### src/rtl/nts_pkg.sv
// Package: shared constants, types, tables and sequencing functions of the stop search.
`timescale 1ns / 1ps
package nts_pkg;

    localparam int MAX_STOPS    = 16;
    localparam int CORDIC_STEPS = 24;
    localparam int IDX_W        = $clog2(MAX_STOPS);
    localparam int CNT_W        = $clog2(MAX_STOPS + 1);
    localparam int STEP_W       = $clog2(CORDIC_STEPS);

    localparam int SLOT_W = 4;
    localparam int LAT_W  = 30;
    localparam int LON_W  = 31;
    localparam int MIN_W  = 27;
    localparam int CFG_W  = 32;
    localparam int STOPS_W = 5;
    localparam int DEG_W  = 33;
    localparam int ANG_W  = 40;
    localparam int XY_W   = 36;

    typedef logic signed [ANG_W-1:0] t_ang;
    typedef logic signed [XY_W-1:0]  t_xy;
    typedef t_ang t_atan_tab [CORDIC_STEPS];

    localparam logic [63:0] PI_Q60  = 64'h3243F6A8885A308D;
    localparam logic [31:0] RAD_M   = 32'((PI_Q60 >> 23) / 180);
    localparam t_ang        PI_ANG  = t_ang'(PI_Q60 >> 28);
    localparam t_ang        HALF_PI_ANG = t_ang'(PI_Q60 >> 29);
    localparam t_xy         CORDIC_K = 36'sd1304065748;
    localparam logic [63:0] ONE_Q62 = 64'h4000_0000_0000_0000;
    localparam logic [MIN_W-1:0] MINUTES_MAX = '1;

    localparam logic [STOPS_W-1:0] STOPS_RESET = 5'd13;
    localparam logic [CFG_W-1:0]   MPR_RESET   = 32'd29579766;

    typedef enum logic [0:0] {
        CFG_STOPS_IN_USE = 1'b0,
        CFG_MINUTES_PER_RAD = 1'b1
    } t_cfg_reg;

    typedef enum logic [4:0] {
        OP_NONE, OP_LOAD, OP_START, OP_READ,
        OP_ROT_LAT1, OP_ROT_DLAT, OP_MUL_H1, OP_ROT_DLON, OP_MUL_H2,
        OP_ROT_LAT2, OP_MUL_CC, OP_MUL_TERM, OP_FORM_A,
        OP_SQRT_X, OP_SQRT_Y, OP_VEC, OP_MUL_MIN, OP_RANK, OP_NEXT, OP_PUBLISH
    } t_op;

    typedef enum logic [1:0] {ST_IDLE, ST_ISSUE, ST_WAIT} t_state;

    typedef enum logic [2:0] {CP_IDLE, CP_MUL, CP_SCALE, CP_REDUCE, CP_ITER} t_cord_ph;

    typedef struct packed {
        logic done;
        logic last;
        logic out_busy;
    } t_stat;

    // restoring long division, used only while building the angle table
    function automatic logic [63:0] udiv64(input logic [63:0] num, input logic [63:0] den);
        logic [63:0] q;
        logic [63:0] rem;
        q = '0;
        rem = '0;
        for (int b = 63; b >= 0; b--) begin
            rem = {rem[62:0], num[b]};
            if (rem >= den) begin
                rem = rem - den;
                q[b] = 1'b1;
            end
        end
        return q;
    endfunction

    // atan(2^-i) in Q62 by its alternating series
    function automatic logic [63:0] atan_q62(int i);
        logic [63:0] sum;
        int e;
        int k;
        sum = '0;
        e = 62 - i;
        k = 0;
        if (i == 0) begin
            sum = PI_Q60;
        end else begin
            while (e >= 0) begin
                if (k[0]) sum = sum - udiv64(64'd1 << e, 64'(2 * k + 1));
                else      sum = sum + udiv64(64'd1 << e, 64'(2 * k + 1));
                e = e - 2 * i;
                k = k + 1;
            end
        end
        return sum;
    endfunction

    function automatic t_atan_tab atan_table();
        t_atan_tab t;
        for (int i = 0; i < CORDIC_STEPS; i++) t[i] = t_ang'(atan_q62(i) >> 30);
        return t;
    endfunction

    localparam t_atan_tab ATAN_TAB = atan_table();

    function automatic logic [63:0] mag64(input t_xy v);
        return v[XY_W-1] ? 64'(-v) : 64'(v);
    endfunction

    function automatic logic is_unit(input t_op op);
        return op inside {OP_ROT_LAT1, OP_ROT_DLAT, OP_ROT_DLON, OP_ROT_LAT2,
                          OP_MUL_H1, OP_MUL_H2, OP_MUL_CC, OP_MUL_TERM, OP_MUL_MIN,
                          OP_SQRT_X, OP_SQRT_Y, OP_VEC};
    endfunction

    function automatic t_op next_op(input t_op op, input logic last);
        case (op)
            OP_ROT_LAT1: return OP_READ;
            OP_READ:     return OP_ROT_DLAT;
            OP_ROT_DLAT: return OP_MUL_H1;
            OP_MUL_H1:   return OP_ROT_DLON;
            OP_ROT_DLON: return OP_MUL_H2;
            OP_MUL_H2:   return OP_ROT_LAT2;
            OP_ROT_LAT2: return OP_MUL_CC;
            OP_MUL_CC:   return OP_MUL_TERM;
            OP_MUL_TERM: return OP_FORM_A;
            OP_FORM_A:   return OP_SQRT_X;
            OP_SQRT_X:   return OP_SQRT_Y;
            OP_SQRT_Y:   return OP_VEC;
            OP_VEC:      return OP_MUL_MIN;
            OP_MUL_MIN:  return OP_RANK;
            OP_RANK:     return last ? OP_PUBLISH : OP_NEXT;
            OP_NEXT:     return OP_READ;
            default:     return OP_NONE;
        endcase
    endfunction

endpackage

### src/rtl/nts_ctrl.sv
// Module: sequencer that steps the datapath through a load or a query.
`timescale 1ns / 1ps
module nts_ctrl (
    input  logic            i_clk,
    input  logic            i_rst_n,
    input  logic            i_in_valid,
    input  logic            i_in_op,
    output logic            o_in_ready,
    output nts_pkg::t_op    o_cmd,
    input  nts_pkg::t_stat  i_stat
);
    import nts_pkg::*;

    t_state r_state, n_state;
    t_op    r_step, n_step;

    always_ff @(posedge i_clk) begin
        if (!i_rst_n) begin
            r_state <= ST_IDLE;
            r_step  <= OP_NONE;
        end else begin
            r_state <= n_state;
            r_step  <= n_step;
        end
    end

    always_comb begin
        n_state    = r_state;
        n_step     = r_step;
        o_in_ready = 1'b0;
        o_cmd      = OP_NONE;
        case (r_state)
            ST_IDLE: begin
                o_in_ready = 1'b1;
                if (i_in_valid) begin
                    if (i_in_op) begin
                        o_cmd   = OP_START;
                        n_state = ST_ISSUE;
                        n_step  = OP_ROT_LAT1;
                    end else begin
                        o_cmd = OP_LOAD;
                    end
                end
            end
            ST_ISSUE: begin
                // hold the result until the previous one is taken
                if (!(r_step == OP_PUBLISH && i_stat.out_busy)) begin
                    o_cmd = r_step;
                    if (is_unit(r_step)) n_state = ST_WAIT;
                    else if (r_step == OP_PUBLISH) n_state = ST_IDLE;
                    else n_step = next_op(r_step, i_stat.last);
                end
            end
            ST_WAIT: begin
                if (i_stat.done) begin
                    n_state = ST_ISSUE;
                    n_step  = next_op(r_step, i_stat.last);
                end
            end
            default: n_state = ST_IDLE;
        endcase
    end
endmodule

### config.mk
export PLATFORM = sky130hd
export DESIGN_NAME = nts_ctrl
export DESIGN_NICKNAME = d
export VERILOG_FILES = /design/src/rtl/nts_pkg.sv /design/src/rtl/nts_ctrl.sv
export SDC_FILE = /design/constraint.sdc
export NUM_CORES = 1
export LEC_CHECK = 0
export BUFFER_PORTS_ARGS = -buffer_cell sky130_fd_sc_hd__buf_2
export CAP_MARGIN = 15
export CORE_AREA = 2 2 39 41
export CTS_CLUSTER_SIZE = 8
export DETAILED_ROUTE_END_ITERATION = 10
export DIE_AREA = 0 0 41 43
export PLACE_DENSITY = 0.89
export SLEW_MARGIN = 30
export SYNTH_ARGS = -nofsm -noshare
export SYNTH_HDL_FRONTEND = slang
export SYNTH_SLANG_ARGS = --single-unit
### constraint.sdc
create_clock -name i_clk -period 2.5 [get_ports i_clk]
set_input_delay 0 -clock i_clk [delete_from_list [all_inputs] [get_ports i_clk]]
set_output_delay 0 -clock i_clk [all_outputs]
set_load 0.01 [all_outputs]
==> results.md <==
Power and ir drop:
- In this run the power spent charging and discharging nets is between 0.2 and 0.3 mW.
- Sequential cells account for about 29% of the total power.
- The total internal power is ~0.35 mW.
- The clock share of power is roughly 16%.
- The part of the power in combinational logic is a little under three fifths.
- Power spread over the standard cell area amounts to roughly 770 mW/mm².
- The total leakage power is 0.322 nW.
- The worst-case IR drop observed on VDD is about 440 µV.
- In this run switching power makes up roughly 43% of total power.

Yosys:
- During synthesis, Yosys emitted a total of 0 warnings.
- Synthesis instantiated 40 different standard cells from the library.
- The post-synthesis net count is 106.
- The dominant cell type by area after synthesis is sky130_fd_sc_hd__dfxtp_1.
- The synthesized netlist cell count is 95.
- Ranked by total cell area, the synthesized netlist is headed by sky130_fd_sc_hd__dfxtp_1, sky130_fd_sc_hd__mux2i_1, sky130_fd_sc_hd__ha_1.
- The register bit total from synthesis is 7.
- After synthesis, the largest area contributor takes up between 10% and 20% of total cell area.
- Sequential cells were found to cover between 10% and 20% of the synthesized design area.
- The post-synthesis area per instance is between 7 and 8 µm².
- The area of the mapped netlist is around 740 µm².

STA:
- The setup violation total in the final timing report is 0.
- Adding up every negative setup slack in the final design gives 0 ns.
- The relative slew slack is between 60% and 70%.
- The final count of pins violating max slew is 0.
- The final critical delay including setup and external delays is 1.93 ns.
- At the pin with the least slew margin, the transition time is roughly 0.58 ns.
- The hold violation count in the final report was 0.
- The minimum setup slack in the final design is about 0.57 ns.
- Setup repair after global routing left no endpoint under its margin.
- The setup skew after layout is about 0.0055 ns.
- Of the available clock period, the critical path in the final layout requires approximately 77%.
- Static timing analysis puts the maximum clock frequency at roughly 520 MHz.

Floorplanning:
- The core region is 0.00138 mm².
- Once the floorplan was initialized, standard cells occupied between 50% and 60% of the core.
- The die is around 43 µm tall.
- The horizontal die dimension is ~40 µm.
- 13 I/O pins were placed.
- The die covers approximately 0.0018 mm².
- The floorplan has 14 rows.

Clock tree:
- TritonCTS created 3 clock buffers.
- At the later pin of the worst-skew pair, clock insertion delay measures between 0.2 and 0.3 ns.
- The number of clock sinks is 7.
- The quantity of gates resized following cts is 0.
- The CTS clock-pin slew for the worst setup and hold paths is 0.05 ns.
- The cell sitting at the root of the clock tree is a sky130_fd_sc_hd__clkbuf_4.
- TritonCTS built the clock tree.
- The number of hold buffers added after CTS was 0.
- Buffers added to address setup during post-CTS repair amount to 0.
- The maximum clock path buffer count is 2.
- The total number of H-tree levels is 1.

Finish:
- The final net count is ~120.
- The area growth from synthesis to layout is 6.73%.
- At the end of the flow the core is filled with cells to between 50% and 60%.
- The total non-filler cell area in the finished layout is 793 µm².
- The finished layout holds approximately 120 standard cells, fillers aside.
- In the final layout, the share of cells above drive strength 1 is around a fifth.
- The number of diodes added for antenna fixing is 0.

Critical path:
- In this run the critical register-to-register path is captured at r_state[0].
- The origin of the critical flop-to-flop path is r_step[4].
- The category of the worst setup path capture point is a register.
- The required arrival time at the worst endpoint is ~2.7 ns.
- In this run the worst path has a maximum fanout of 14.
- Data arrives at the worst endpoint at ~2.1 ns.
- Setup slack on the worst reg-to-reg path comes out at about 0.57 ns.
- The worst setup path is of the register to register kind.
- The nature of the critical path startpoint is a register.
- Measured in cells, the most critical reg-to-reg path has a length of 4.

Min path:
- The hold path endpoint is r_state[1].
- The startpoint of the lowest-slack hold path is i_rst_n.
- The number of cells on the worst hold path is 3.
- The kind of path behind the tightest hold check is primary input to register.

Status:
- The flow ran to the end, and the final reports show no timing, DRC or antenna violations.

GRT:
- The pin count of the biggest net entering global routing is 16.
- The global-route track usage on met1 is about a quarter.
- Global routing consumed, on the met3 layer, between 4 and 5% of the routing resources.
- Across every metal layer, demand over resource in global routing totals 20.0%.
- The initial antenna violation count was 0.
- The first global-routing pass estimated around 2500 µm of wire.
- Global routing finished with a remaining overflow of 0.
- The via count of the first global-routing pass is between 600 and 700.
- The layer flagged by global routing as most heavily used is met2.
- The met2 layer usage reported by global route is about 31%.

Route:
- The number of nets with antenna violations after detailed routing is 0.
- Using the TritonRoute via totals, the vias-per-cell ratio works out to just over 6.
- The wire length per cell is roughly 13 µm.
- Summed over all layers, the routed wires come to between 1500 and 2000 µm.
- The via count of the routed design is 735.
- After detailed routing, the number of remaining DRC violations is 0.
- After the first detailed-routing iteration, the DRC count stood at 13.
- The number of search-and-repair iterations in the first detailed-routing pass is 4.

Placed design:
- Port buffering added 12 buffers.
- The worst setup timing slack at the placement stage is between 0.6 and 0.7 ns.
- The HPWL after detailed placement is 1180 µm.
- In this run, placement finished with an instance count of 117.
- Routability-driven placement finished with a final weighted congestion of roughly 0.78.
- The placed instances occupy a cell area of 767 µm².

Job:
- The tool flagged a number of max-cap violations equal to 0.
[cells by family (layout without fill, tap and decap cells)]
group	count (synthesis)	count (layout)	share of synthesized area [%]
mux	6	6	8.08
flops	7	7	18.9
simple gates	35	35	25.8
fa+ha+maj	4	4	6.73
buf+inv	15	25	12.1
compound gates	28	28	28.5
[registers in the layout, indices dropped and copies added, names as in the netlist]
name     count
r_state      2
r_step       5
[layer usage]
layer	vias up	wire length (µm)
li1	372	-
met4	0	0
met5	-	0
met1	335	693
met2	28	792
met3	0	77
[power by group through the flow]
stage / logic [mW] / clock network (mW) / registers [mW]
6_report: 0.338 / 0.0981 / 0.177
5_1_grt: 0.369 / 0.111 / 0.182
2_1_floorplan: 0.304 / 0 / 0.152
3_5_place_dp: 0.333 / 0 / 0.179
3_3_place_gp: 0.324 / 0 / 0.177
4_1_cts: 0.334 / 0.103 / 0.177
[cell type report]
type | instances | area (µm²)
clock buffer | 4 | 26.3
fill | 126 | 591
inverter | 9 | 33.8
multi-input combinational | 73 | 513
sequential | 7 | 140
timing repair buffer | 12 | 60.1
tap | 16 | 20.0
[cell usage after synthesis]
| cell | n |
|---|---|
| sky130_fd_sc_hd__a2111oi_0 | 1 |
| sky130_fd_sc_hd__nand4bb_1 | 1 |
| sky130_fd_sc_hd__a22o_2 | 1 |
| sky130_fd_sc_hd__and3_1 | 1 |
| sky130_fd_sc_hd__a221oi_1 | 1 |
| sky130_fd_sc_hd__o311a_1 | 1 |
| sky130_fd_sc_hd__or4_1 | 1 |
| sky130_fd_sc_hd__clkbuf_8 | 2 |
| sky130_fd_sc_hd__a211oi_2 | 1 |
| sky130_fd_sc_hd__or3b_4 | 1 |
| sky130_fd_sc_hd__o21ba_2 | 1 |
| sky130_fd_sc_hd__nand3b_1 | 4 |
| sky130_fd_sc_hd__a21oi_1 | 4 |
| sky130_fd_sc_hd__inv_1 | 9 |
| sky130_fd_sc_hd__mux2i_1 | 6 |
| sky130_fd_sc_hd__buf_2 | 2 |
| sky130_fd_sc_hd__dfxtp_1 | 7 |
| sky130_fd_sc_hd__o22ai_1 | 2 |
| sky130_fd_sc_hd__and2b_2 | 1 |
| sky130_fd_sc_hd__buf_6 | 1 |
| sky130_fd_sc_hd__o211ai_1 | 1 |
| sky130_fd_sc_hd__buf_4 | 1 |
| sky130_fd_sc_hd__o31ai_1 | 1 |
| sky130_fd_sc_hd__nand3_1 | 6 |
| sky130_fd_sc_hd__o32a_1 | 1 |
| sky130_fd_sc_hd__nor2_1 | 4 |
| sky130_fd_sc_hd__ha_1 | 4 |
| sky130_fd_sc_hd__o31ai_2 | 1 |
| sky130_fd_sc_hd__nor4b_1 | 1 |
| sky130_fd_sc_hd__a22oi_1 | 1 |
| sky130_fd_sc_hd__o21ai_0 | 5 |
| sky130_fd_sc_hd__nor3_1 | 1 |
| sky130_fd_sc_hd__o21bai_1 | 2 |
| sky130_fd_sc_hd__nand2_1 | 12 |
| sky130_fd_sc_hd__a211oi_1 | 1 |
| sky130_fd_sc_hd__a31o_2 | 1 |
| sky130_fd_sc_hd__a21boi_0 | 1 |
| sky130_fd_sc_hd__a2111oi_1 | 1 |
| sky130_fd_sc_hd__nand2b_1 | 1 |
| sky130_fd_sc_hd__and2_1 | 1 |
[layout by cell type (no fill, tap or decap), types with 2 or more instances in the layout]
cell | synthesis | layout
sky130_fd_sc_hd__dfxtp_1 | 7 | 7
sky130_fd_sc_hd__buf_2 | 2 | 12
sky130_fd_sc_hd__nor2_1 | 4 | 4
sky130_fd_sc_hd__a21oi_1 | 4 | 4
sky130_fd_sc_hd__inv_1 | 9 | 9
sky130_fd_sc_hd__ha_1 | 4 | 4
sky130_fd_sc_hd__nand2_1 | 12 | 12
sky130_fd_sc_hd__o22ai_1 | 2 | 2
sky130_fd_sc_hd__clkbuf_4 | 0 | 3
sky130_fd_sc_hd__nand3_1 | 6 | 6
sky130_fd_sc_hd__o21bai_1 | 2 | 2
sky130_fd_sc_hd__o21ai_0 | 5 | 5
sky130_fd_sc_hd__nand3b_1 | 4 | 4
sky130_fd_sc_hd__mux2i_1 | 6 | 6
[worst max-delay path by stage]
stage | startpoint | end | cells after the start
2_1_floorplan | r_state[0] | r_step[0] | 5
3_3_place_gp | r_step[4] | r_state[0] | 4
3_5_place_dp | r_step[4] | r_state[0] | 4
4_1_cts | r_step[4] | r_state[0] | 4
5_1_grt | r_step[4] | r_state[0] | 4
6_report | r_step[4] | r_state[0] | 4
[critical path, stage by stage (launching register included)]
cell and delay (ns):
sky130_fd_sc_hd__dfxtp_1 0.56, sky130_fd_sc_hd__or3b_4 0.45, sky130_fd_sc_hd__o32a_1 0.32, sky130_fd_sc_hd__a211oi_2 0.29, sky130_fd_sc_hd__mux2i_1 0.22
[metrics by stage]
stage	total power, mW	hold slack, ns
global placement	0.501	0.300
detailed placement	0.512	0.311
finish	0.613	0.0977
floorplan	0.456	0.102
CTS	0.613	0.0895
global route	0.662	0.107
No activity file was read; power rests on OpenSTA's default activity.
